`src/hw/rtl/mts_pkg.sv`:
```
package mts_pkg;

    // Histogram geometry
    localparam int BIN_W      = 8;
    localparam int LEVEL_BINS = 1 << BIN_W;
    localparam int CNT_W      = 13;
    localparam int SUM_W      = CNT_W + 1;

    localparam logic [CNT_W-1:0] MAX_ITEMS = CNT_W'(4096);
    localparam logic [BIN_W-1:0] BIN_LAST  = BIN_W'(LEVEL_BINS - 1);

    // Field widths
    localparam int LEVEL_W  = 8;
    localparam int MARGIN_W = 9;
    localparam int FLOOR_W  = 8;
    localparam int THR_W    = 10;
    localparam int TSUM_W   = 11;
    localparam int CFG_W    = 9;
    localparam int IDX_W    = 1;
    localparam int IN_DW    = 8;
    localparam int OUT_DW   = 24;

    // Register indexes
    localparam logic [IDX_W-1:0] REG_MARGIN = 1'b0;
    localparam logic [IDX_W-1:0] REG_FLOOR  = 1'b1;

    typedef enum logic [2:0] {
        ST_INIT,
        ST_LOAD,
        ST_DRAIN,
        ST_WALK,
        ST_PUSH
    } state_t;

endpackage

```
`src/hw/rtl/median_threshold_select.sv`:
```
// median_threshold_select
//
// Slave stream (s_axis_*) carries light levels, one per transfer, in tdata[7:0];
// tlast closes a set. Master stream (m_axis_*) carries one result transfer per
// closed set: the threshold max(level_floor, median + margin) and the median.
// The config port (cfg_we/cfg_index/cfg_data) writes margin (index 0) and
// level_floor (index 1); write only while the block is idle.
//
// Throughput: one level per cycle while a set loads; each level does a
// read-modify-write of its bin in a 256 x 13 histogram RAM (registered read,
// back-to-back hits on the same bin forwarded). Closing a set costs a walk of
// all 256 bins through the RAM read port, one bin per cycle, which also zeroes
// each bin before the result goes to the output register. Levels beyond 4096
// in one set are dropped and flagged in tuser.
//
// Reset: a clearing pass zeroes all 256 bins, one per cycle; s_axis_tready
// stays low until that pass ends. A stalled result is held in the output
// register; the next set loads meanwhile and waits only at its own close.
module median_threshold_select (
    input  logic                              clk,
    input  logic                              rst_n,
    // level [7:0]
    input  logic [mts_pkg::IN_DW-1:0]         s_axis_tdata,
    input  logic                              s_axis_tlast,
    input  logic                              s_axis_tvalid,
    output logic                              s_axis_tready,
    // threshold [9:0], median_level [17:10], zero [23:18]
    output logic [mts_pkg::OUT_DW-1:0]        m_axis_tdata,
    // overflowed [0]
    output logic                              m_axis_tuser,
    output logic                              m_axis_tvalid,
    input  logic                              m_axis_tready,
    input  logic                              cfg_we,
    input  logic [mts_pkg::IDX_W-1:0]         cfg_index,
    input  logic [mts_pkg::CFG_W-1:0]         cfg_data
);

    mts_pkg::state_t state_reg, state_next;

    // Histogram RAM
    logic [mts_pkg::CNT_W-1:0] hist_mem [mts_pkg::LEVEL_BINS];
    logic [mts_pkg::CNT_W-1:0] rd_data_reg;
    logic [mts_pkg::BIN_W-1:0] rd_addr;
    logic                      wr_en;
    logic [mts_pkg::BIN_W-1:0] wr_addr;
    logic [mts_pkg::CNT_W-1:0] wr_data;

    // Config registers
    logic [mts_pkg::MARGIN_W-1:0] margin_reg;
    logic [mts_pkg::FLOOR_W-1:0]  floor_reg;

    // Load pipeline
    logic                      in_xfer;
    logic                      kept;
    logic                      s1_vld_reg, s1_vld_next;
    logic [mts_pkg::BIN_W-1:0] s1_addr_reg, s1_addr_next;
    logic [mts_pkg::CNT_W-1:0] s1_base;
    logic [mts_pkg::CNT_W-1:0] s1_inc;
    logic                      fwd_vld_reg, fwd_vld_next;
    logic [mts_pkg::BIN_W-1:0] fwd_addr_reg;
    logic [mts_pkg::CNT_W-1:0] fwd_val_reg;
    logic [mts_pkg::CNT_W-1:0] count_reg, count_next;
    logic                      ovf_reg, ovf_next;

    // Walk
    logic [mts_pkg::BIN_W:0]   bin_idx_reg, bin_idx_next;
    logic                      p_vld_reg, p_vld_next;
    logic [mts_pkg::BIN_W-1:0] p_addr_reg, p_addr_next;
    logic [mts_pkg::CNT_W-1:0] seen_reg, seen_next;
    logic [mts_pkg::SUM_W-1:0] seen_sum;
    logic [mts_pkg::CNT_W-2:0] rank;
    logic                      found_reg, found_next;
    logic [mts_pkg::BIN_W-1:0] median_reg, median_next;
    logic                      walk_done;

    // Result
    logic                                out_load;
    logic                                m_vld_reg, m_vld_next;
    logic [mts_pkg::OUT_DW-1:0]          m_data_reg;
    logic                                m_user_reg;
    logic signed [mts_pkg::TSUM_W-1:0]   t_sum;
    logic signed [mts_pkg::TSUM_W-1:0]   floor_s;
    logic signed [mts_pkg::TSUM_W-1:0]   thr;

    assign s_axis_tready = (state_reg == mts_pkg::ST_LOAD);
    assign in_xfer       = s_axis_tvalid && s_axis_tready;
    assign kept          = count_reg < mts_pkg::MAX_ITEMS;
    assign rank          = count_reg[mts_pkg::CNT_W-1:1];
    assign walk_done     = p_vld_reg && (p_addr_reg == mts_pkg::BIN_LAST);
    assign out_load      = (state_reg == mts_pkg::ST_PUSH) && (!m_vld_reg || m_axis_tready);

    // ---------------------------------------------------------------
    // Next state
    // ---------------------------------------------------------------
    always_comb
    begin
        state_next = state_reg;
        unique case (state_reg)
            mts_pkg::ST_INIT:
            begin
                if (bin_idx_reg[mts_pkg::BIN_W-1:0] == mts_pkg::BIN_LAST)
                    state_next = mts_pkg::ST_LOAD;
            end
            mts_pkg::ST_LOAD:
            begin
                if (in_xfer && s_axis_tlast)
                    state_next = mts_pkg::ST_DRAIN;
            end
            mts_pkg::ST_DRAIN:
            begin
                state_next = mts_pkg::ST_WALK;
            end
            mts_pkg::ST_WALK:
            begin
                if (walk_done)
                    state_next = mts_pkg::ST_PUSH;
            end
            mts_pkg::ST_PUSH:
            begin
                if (out_load)
                    state_next = mts_pkg::ST_LOAD;
            end
            default:
            begin
                state_next = mts_pkg::ST_INIT;
            end
        endcase
    end

    // ---------------------------------------------------------------
    // Datapath and RAM port control
    // ---------------------------------------------------------------
    // Forward the bin written in the previous cycle: its read was stale.
    assign s1_base = (fwd_vld_reg && (fwd_addr_reg == s1_addr_reg)) ? fwd_val_reg
                                                                      : rd_data_reg;
    assign s1_inc   = s1_base + mts_pkg::CNT_W'(1);
    assign seen_sum = {1'b0, seen_reg} + {1'b0, rd_data_reg};

    always_comb
    begin
        rd_addr      = (state_reg == mts_pkg::ST_LOAD) ? s_axis_tdata[mts_pkg::BIN_W-1:0]
                                                       : bin_idx_reg[mts_pkg::BIN_W-1:0];
        wr_en        = 1'b0;
        wr_addr      = s1_addr_reg;
        wr_data      = s1_inc;
        s1_vld_next  = 1'b0;
        s1_addr_next = s_axis_tdata[mts_pkg::BIN_W-1:0];
        fwd_vld_next = s1_vld_reg;
        count_next   = count_reg;
        ovf_next     = ovf_reg;
        bin_idx_next = bin_idx_reg;
        p_vld_next   = 1'b0;
        p_addr_next  = bin_idx_reg[mts_pkg::BIN_W-1:0];
        seen_next    = seen_reg;
        found_next   = found_reg;
        median_next  = median_reg;

        if (s1_vld_reg)
            wr_en = 1'b1;

        unique case (state_reg)
            mts_pkg::ST_INIT:
            begin
                wr_en        = 1'b1;
                wr_addr      = bin_idx_reg[mts_pkg::BIN_W-1:0];
                wr_data      = '0;
                bin_idx_next = bin_idx_reg + (mts_pkg::BIN_W+1)'(1);
            end
            mts_pkg::ST_LOAD:
            begin
                if (in_xfer)
                begin
                    if (kept)
                    begin
                        s1_vld_next = 1'b1;
                        count_next  = count_reg + mts_pkg::CNT_W'(1);
                    end
                    else
                    begin
                        ovf_next = 1'b1;
                    end
                end
            end
            mts_pkg::ST_DRAIN:
            begin
                bin_idx_next = '0;
                seen_next    = '0;
                found_next   = 1'b0;
                median_next  = '0;
            end
            mts_pkg::ST_WALK:
            begin
                if (!bin_idx_reg[mts_pkg::BIN_W])
                begin
                    p_vld_next   = 1'b1;
                    bin_idx_next = bin_idx_reg + (mts_pkg::BIN_W+1)'(1);
                end
                if (p_vld_reg)
                begin
                    // Zero the bin just read
                    wr_en     = 1'b1;
                    wr_addr   = p_addr_reg;
                    wr_data   = '0;
                    seen_next = seen_sum[mts_pkg::CNT_W-1:0];
                    if (!found_reg && (seen_sum > mts_pkg::SUM_W'(rank)))
                    begin
                        found_next  = 1'b1;
                        median_next = p_addr_reg;
                    end
                end
            end
            mts_pkg::ST_PUSH:
            begin
                if (out_load)
                begin
                    count_next = '0;
                    ovf_next   = 1'b0;
                end
            end
            default:
            begin
            end
        endcase
    end

    // Threshold
    assign t_sum   = $signed({3'b000, median_reg}) +
                     $signed({{2{margin_reg[mts_pkg::MARGIN_W-1]}}, margin_reg});
    assign floor_s = $signed({3'b000, floor_reg});
    assign thr     = (t_sum < floor_s) ? floor_s : t_sum;

    always_comb
    begin
        m_vld_next = m_vld_reg;
        if (m_axis_tready)
            m_vld_next = 1'b0;
        if (out_load)
            m_vld_next = 1'b1;
    end

    // ---------------------------------------------------------------
    // Histogram RAM: one write port, one registered read port
    // ---------------------------------------------------------------
    always_ff @(posedge clk)
    begin
        if (wr_en)
            hist_mem[wr_addr] <= wr_data;
        rd_data_reg <= hist_mem[rd_addr];
    end

    // ---------------------------------------------------------------
    // Control registers
    // ---------------------------------------------------------------
    always_ff @(posedge clk or negedge rst_n)
    begin
        if (!rst_n)
        begin
            state_reg   <= mts_pkg::ST_INIT;
            bin_idx_reg <= '0;
            s1_vld_reg  <= 1'b0;
            fwd_vld_reg <= 1'b0;
            count_reg   <= '0;
            ovf_reg     <= 1'b0;
            p_vld_reg   <= 1'b0;
            found_reg   <= 1'b0;
            m_vld_reg   <= 1'b0;
            margin_reg  <= '0;
            floor_reg   <= '0;
        end
        else
        begin
            state_reg   <= state_next;
            bin_idx_reg <= bin_idx_next;
            s1_vld_reg  <= s1_vld_next;
            fwd_vld_reg <= fwd_vld_next;
            count_reg   <= count_next;
            ovf_reg     <= ovf_next;
            p_vld_reg   <= p_vld_next;
            found_reg   <= found_next;
            m_vld_reg   <= m_vld_next;
            if (cfg_we)
            begin
                case (cfg_index)
                    mts_pkg::REG_MARGIN: margin_reg <= cfg_data;
                    mts_pkg::REG_FLOOR:  floor_reg  <= cfg_data[mts_pkg::FLOOR_W-1:0];
                    default:
                    begin
                    end
                endcase
            end
        end
    end

    // Payload registers
    always_ff @(posedge clk)
    begin
        s1_addr_reg  <= s1_addr_next;
        fwd_addr_reg <= s1_addr_reg;
        fwd_val_reg  <= s1_inc;
        p_addr_reg   <= p_addr_next;
        seen_reg     <= seen_next;
        median_reg   <= median_next;
        if (out_load)
        begin
            m_data_reg <= {6'b0, median_reg, thr[mts_pkg::THR_W-1:0]};
            m_user_reg <= ovf_reg;
        end
    end

    assign m_axis_tdata  = m_data_reg;
    assign m_axis_tuser  = m_user_reg;
    assign m_axis_tvalid = m_vld_reg;

    // ---------------------------------------------------------------
    // Assertions
    // ---------------------------------------------------------------
    // A bin update is only ever pending for a transfer taken the cycle before.
    a_s1_from_xfer: assert property (@(posedge clk) disable iff (!rst_n)
        s1_vld_reg |-> $past(s_axis_tvalid && s_axis_tready))
        else $error("bin update without an input transfer");

    // The kept count never passes the set limit.
    a_count_cap: assert property (@(posedge clk) disable iff (!rst_n)
        count_reg <= mts_pkg::MAX_ITEMS)
        else $error("item count beyond limit");

    // At the end of the walk the bins add up to the kept count.
    a_hist_sum: assert property (@(posedge clk) disable iff (!rst_n)
        (state_reg == mts_pkg::ST_WALK) && walk_done
            |-> (seen_sum == mts_pkg::SUM_W'(count_reg)))
        else $error("histogram total differs from item count");

    // A non-empty set always finds its median during the walk.
    a_found: assert property (@(posedge clk) disable iff (!rst_n)
        (state_reg == mts_pkg::ST_PUSH) && (count_reg != '0) |-> found_reg)
        else $error("median not found");

endmodule

```
`config.mk`:
```
export PLATFORM = sky130hd
export DESIGN_NAME = median_threshold_select
export DESIGN_NICKNAME = d
export VERILOG_FILES = /design/src/hw/rtl/mts_pkg.sv /design/src/hw/rtl/median_threshold_select.sv
export SDC_FILE = /design/constraint.sdc
export NUM_CORES = 2
export LEC_CHECK = 0
export ABC_AREA = 1
export BUFFER_PORTS_ARGS = -buffer_cell sky130_fd_sc_hd__buf_2
export CORE_MARGIN = 5
export CORE_UTILIZATION = 64
export DETAILED_ROUTE_END_ITERATION = 6
export PLACE_DENSITY_LB_ADDON = 0.2
export SETUP_SLACK_MARGIN = 0.5
export SYNTH_ARGS = -nofsm -noshare
export SYNTH_HDL_FRONTEND = slang
export SYNTH_SLANG_ARGS = --single-unit
export TNS_END_PERCENT = 50
```
`constraint.sdc`:
```
create_clock -name clk -period 12.3 [get_ports clk]
set_input_delay 2.46 -clock clk [delete_from_list [all_inputs] [get_ports clk]]
set_output_delay 2.46 -clock clk [all_outputs]
set_load 0.01 [all_outputs]
```
# After elaboration in Yosys (flattened, before gate mapping)
# Memory sizes are Yosys's and may differ from the RTL's. A register that Yosys moved wholly into a read port is not among the register bits.
# Cells that the tools add are included.
# Widths: inputs -> output; s select.
[classes] n_mul=0 n_lt_le_gt_ge=3 n_div=0 n_mux=42 n_reduce_logical=22 add_sub_neg=5 eq_ne=17 shifts=0 n_bitwise=1
[ops] op="$mux 13" n=6
[ops] op="$pmux 13 s2" n=3
[ops] op="$mux 8" n=5
[ops] op="$pmux 8 s2" n=2
[ops] op="$pmux 9 s3" n=1
[ops] op="$add 13x1->13 const B" n=2
[ops] op="$eq 8x8->1 const B" n=2
[ops] op="$mux 1" n=16
[ops] op="$pmux 3 s5" n=1
[ops] op="$add 13x13->14" n=1
[ops] op="$gt 14x12->1" n=1
[ops] op="$ne 2x2->1 const B" n=7
[ops] op="$lt 13x13->1 const B" n=1
[ops] op="$mux 3" n=4
[ops] op="$reduce_and 4->1" n=3
[ops] op="$add 9x9->10" n=1
[ops] op="$lt 10x9->1" n=1
[ops] op="$add 9x1->9 const B" n=1
[ops] op="$mux 9" n=1
[ops] op="$eq 8x8->1" n=1
[ops] op="$reduce_and 2->1" n=4
[ops] op="$eq 3x2->1 const B" n=2
[ops] op="$logic_and 1x1->1" n=6
[ops] op="$ne 2x1->1 const B" n=3
[ops] op="other kinds (10)" n=15
[totals] output_inout_bits=27 input_bits=24 latch_bits=0 reg_bits=125 ram_bits=3328 rom_bits=0 memories=1 elab_cells=112
[mem_list] memory="hist_mem" depth=256 word_bits=13 read_ports=1 rd_clocked_by_memory_dff=1 wr=1 line="median_threshold_select.sv:41" source="logic [mts_pkg::CNT_W-1:0] hist_mem [mts_pkg::LEVEL_BINS];"

# Logic depth before layout (Yosys ltp)
[depth] word_depth=6 depth_mapped=21 mapped_depth_nobuf=21

# Worst setup path before layout
# OpenSTA, ideal clock, no wires.
[synth_timing] kind="register to register" start="reg s1_addr_reg[0] (netlist bit)" end="mem hist_mem[0][8] (netlist bit), data pin" path_buffers=0 path_slack_ns=3.061 setup_ns=1.391 period_less_slack_ns=9.239 arrival_ns=7.848 required_time_ns=10.909 path_stages_with_launch=15 cell_sequence="dfxtp_1 inv_1 nand2_1 nand3_1 nor3_1 nand3b_1 inv_1 nand2_1 nand2_1 ha_1 inv_1 nor2_1 nand2_1 xor2_1 nor2_1"
[synth_between] elab_chain_cells=6
[synth_lines] item="start: declaration" line="median_threshold_select.sv:56" source="logic [mts_pkg::BIN_W-1:0] s1_addr_reg, s1_addr_next;"
[synth_lines] item="start signal: assignment" line="median_threshold_select.sv:297" source="s1_addr_reg <= s1_addr_next;"
[synth_lines] item="$eq 8x8->1 (*)" line="median_threshold_select.sv:134" source="assign s1_base = (fwd_vld_reg && (fwd_addr_reg == s1_addr_reg)) ? fwd_val_reg"
[synth_lines] item="$logic_and 1x1->1 (*)" line="median_threshold_select.sv:134"
[synth_lines] item="$mux 13 (*)" line="median_threshold_select.sv:134"
[synth_lines] item="$add 13x1->13 (*)" line="median_threshold_select.sv:136" source="assign s1_inc = s1_base + mts_pkg::CNT_W'(1);"
[synth_lines] item="$mux 13" line="median_threshold_select.sv:198" source="if (p_vld_reg)"
[synth_lines] item="$pmux 13 s2 (*)" line="median_threshold_select.sv:161" source="unique case (state_reg)"
[synth_lines] item="via wr_data, one bit" line="median_threshold_select.sv:46" source="logic [mts_pkg::CNT_W-1:0] wr_data;"
[synth_lines] item="end: declaration" line="median_threshold_select.sv:41"
# Mark *: on every way through the listed nets, which the timed path passes. The rest lies on a longest branch.

# Worst setup path after layout
[layout_timing] start="in s_axis_tdata[0] (netlist bit)" end="reg rd_data_reg[5] (netlist bit) (read register of hist_mem)"
[layout_between] elab_chain_cells=1
[layout_lines] item="start: declaration" line="median_threshold_select.sv:23" source="input logic [mts_pkg::IN_DW-1:0] s_axis_tdata,"
[layout_lines] item="$mux 8" line="median_threshold_select.sv:141" source="rd_addr = (state_reg == mts_pkg::ST_LOAD) ? s_axis_tdata[mts_pkg::BIN_W-1:0]"
[layout_lines] item="end: declaration" line="median_threshold_select.sv:42" source="logic [mts_pkg::CNT_W-1:0] rd_data_reg;"
# No other way between the ends.
# A chain may end at the register's enable or synchronous reset.

==> metrics.txt <==
Buf/Inv on CP=4; post-CTS sizing=0; CTS Root Cell=clkbuf_16; PortBufs=44; Cell Chain, Critical Path=buf_2 > inv_1 > nand3_4 > nand2_8 > buf_4 > buf_4 > nand2_1 > o21ai_0 > nand2_1 > nand3_1 > nand3_1 > nand3_1 > nand3_1 > nand3_1 > nand3_1 > nand2_1; largest net degree at the start of global routing=approximately 210; share of cells above drive strength 1=0.0640; total wire length=between 400 and 500 mm; RSZ-0062 raised after global routing=no; PD cells=142 nW/um^2; CTS Buf Count=roughly 360; via count=between 100k and 150k; Post-synth ARST share=0.0138; final clock skew=between 0.07 and 0.08 ns; Mean Syn Cell Area=10.3 um^2; cell mode on critical path=nand3_1; Initial Util=0.641; Post-Route Utilization=0.706; ys flop type=edfxtp_1; die area=roughly 250000 um^2; worst relative slew slack=-0.0207; Largest delay share family, worst path=simple AND/OR/NAND/NOR gates; DRT antenna net count=0; Lkg Pwr=around 0.07 uW; H-Tree Depth=5; Worst Path Arrival=about 7.2 ns; Site Rows=178; Final setup viols=0; Netlist cell types=50; Post-synth EDFFs=3368; CP Launch Type=input pin; TNS Setup=0 ns; Max Slew Vio Count=40; Crit path largest cell delay=0.87 ns; CP Class=input pin to flop; Fillers=16300; Post-layout nets=14600; Largest Register=hist_mem; initial antenna violation count=14; CTS tree=yes; Post-Syn Area=151000 um^2; slowest CP cell=buf_4; GR Util All Layers=0.345; clock sinks=3466; GPL Wtd Cong=0.920; Worst VDD drop=0.000136 V; Final period util=0.515; endpoints failing hold=0; CTS hold repair buffers=0; Avg WL per Cell=23.8 um; Via density=5.90; Cells after Synth=14600; Worst path depth=16; achievable frequency=158 MHz; # Post-CTS Setup Buffers=0; Yosys top cell by area=edfxtp_1; yosys synthesis warning count=0; CP required=13.17 ns; Slew @ Worst Pin=roughly 1.5 ns; R2R cell count=14; vias in the first global route=101000; Synth top cells by count=nand2_1, edfxtp_1, nand3_1, inv_1, buf_2; Die Y=495 um; r2r setup slk=approximately 6.3 ns; clock buffer depth=4; failing checks=DRC, capacitance limit, slew limit; die width=495 um; DRC viols=5; cell area after layout=166000 um^2; max_cap viols=1; Largest register FFs=3328; first-pass GRT wire length=approximately 630 mm; Synth area leaders=edfxtp_1, nand2_1, nand3_1; Worst setup EP type=flop; Area growth syn-to-layout=10.1%; core area=235000 um^2; drt pass-1 iters=7; Tmin final=6.33 ns; outcome=finished with violations; Ports=51; FF+latch count, synth=3466; post-DP HPWL=241 mm; post-synth top area share=0.672; grt total ovfl=0; Hold Path Class=flop to flop; Max Fanout on Critical Path=114; DRT iter0 DRCs=15000; later-pin clock latency in the skew report=0.97 ns; Clock transition at path regs=approximately 0.06 ns; sequential area share after synthesis=0.686; Area after DPL=~150000 um^2; Hold Path Cell Cnt=0; most numerous cell in the Yosys netlist=nand2_1
-- layout make-up --
| type | instances | area [um^2] | area share |
|---|---|---|---|
| clock buffer | 450 | 9490 | 0.0573 |
| timing repair buffer | 364 | 2970 | 0.0179 |
| tap | 3150 | 3940 | 0.0238 |
| antenna | 3 | 7.51 | 0.0000453 |
| inverter | 2532 | 9520 | 0.0575 |
| clock inverter | 182 | 1880 | 0.0114 |
| multi-input combinational | 7780 | 34600 | 0.209 |
| sequential | 3466 | 103000 | 0.624 |
-- cells in the final DEF, fill, tap and decap left out, types with 6 or more instances in the layout --
master      netlist  layout
clkinv_2          1      55
xor2_1           21      21
dfxtp_1          50      50
nand3_1        2890    2880
nor2_4            3      16
bufinv_16         0      38
nor3_1           13      13
buf_4             8     290
a21oi_1          41      41
nand2_1        4075    4064
buf_2           413      44
clkbuf_16         0     363
o211ai_1         78      78
conb_1            1       7
clkbuf_8          0       8
dfrtp_1          48      48
buf_12            0      26
edfxtp_1       3368    3368
nor2_1          360     327
nand2_2           3      10
inv_2             8       7
o21ai_0         174     173
inv_1          2520    2519
nand4_1           6       6
clkbuf_1        275      79
clkinv_1          3      67
clkinvlp_4        0      11
ha_1             44      44
nor2_2            8      28
-- through the flow --
| stage | hold WS [ns] | cells | power [uW] | worst slack (ns) |
|---|---|---|---|---|
| finish | 0.352 | 17900 | 23500 | 5.97 |
| floorplan | 0.331 | 14600 | 13100 | 3.06 |
| global route | 0.362 | 17900 | 24100 | 5.84 |
| CTS | 0.353 | 17900 | 23600 | 6.20 |
| global placement | 0.335 | 17300 | 13100 | 5.28 |
| detailed placement | 0.341 | 17300 | 13100 | 5.20 |
-- final timing paths --
path,start,endpoint
worst max-delay path,s_axis_tdata[0],rd_data_reg[5]
worst min-delay path,s1_addr_reg[1],fwd_addr_reg[1]
worst max register to register,s1_addr_reg[0],hist_mem[62][3]
worst min register to register,s1_addr_reg[1],fwd_addr_reg[1]
max in group asynchronous,rst_n,count_reg[10]
min in group asynchronous,rst_n,floor_reg[3]
-- layer usage --
layer / wire length, um / part of all wire / track usage / up-vias
met5: 90 / 0.00021 / 0 / -
met4: 32700 / 0.077 / 0.226 / 14
met3: 48000 / 0.11 / 0.0647 / 1344
met2: 195000 / 0.46 / 0.535 / 6673
met1: 152000 / 0.36 / 0.451 / 50300
li1: - / - / - / 47500
-- power breakdown --
part	total [uW]	leakage [uW]	internal [uW]	switching [uW]
registers	12800	0.0243	12800	7.97
logic	95.5	0.0413	34.2	61.3
clock network	10700	0.00554	6240	4430
-- kinds of logic after synthesis --
family	synth area share
AOI/OAI and AO/OA	0.0130
adders and majority gates	0.00392
buffers and inverters	0.0865
DFF	0.686
and+or+nand+nor	0.209
other	0.0000249
xor gates and xnor gates	0.00145
Power figures use the tool's default switching activity.
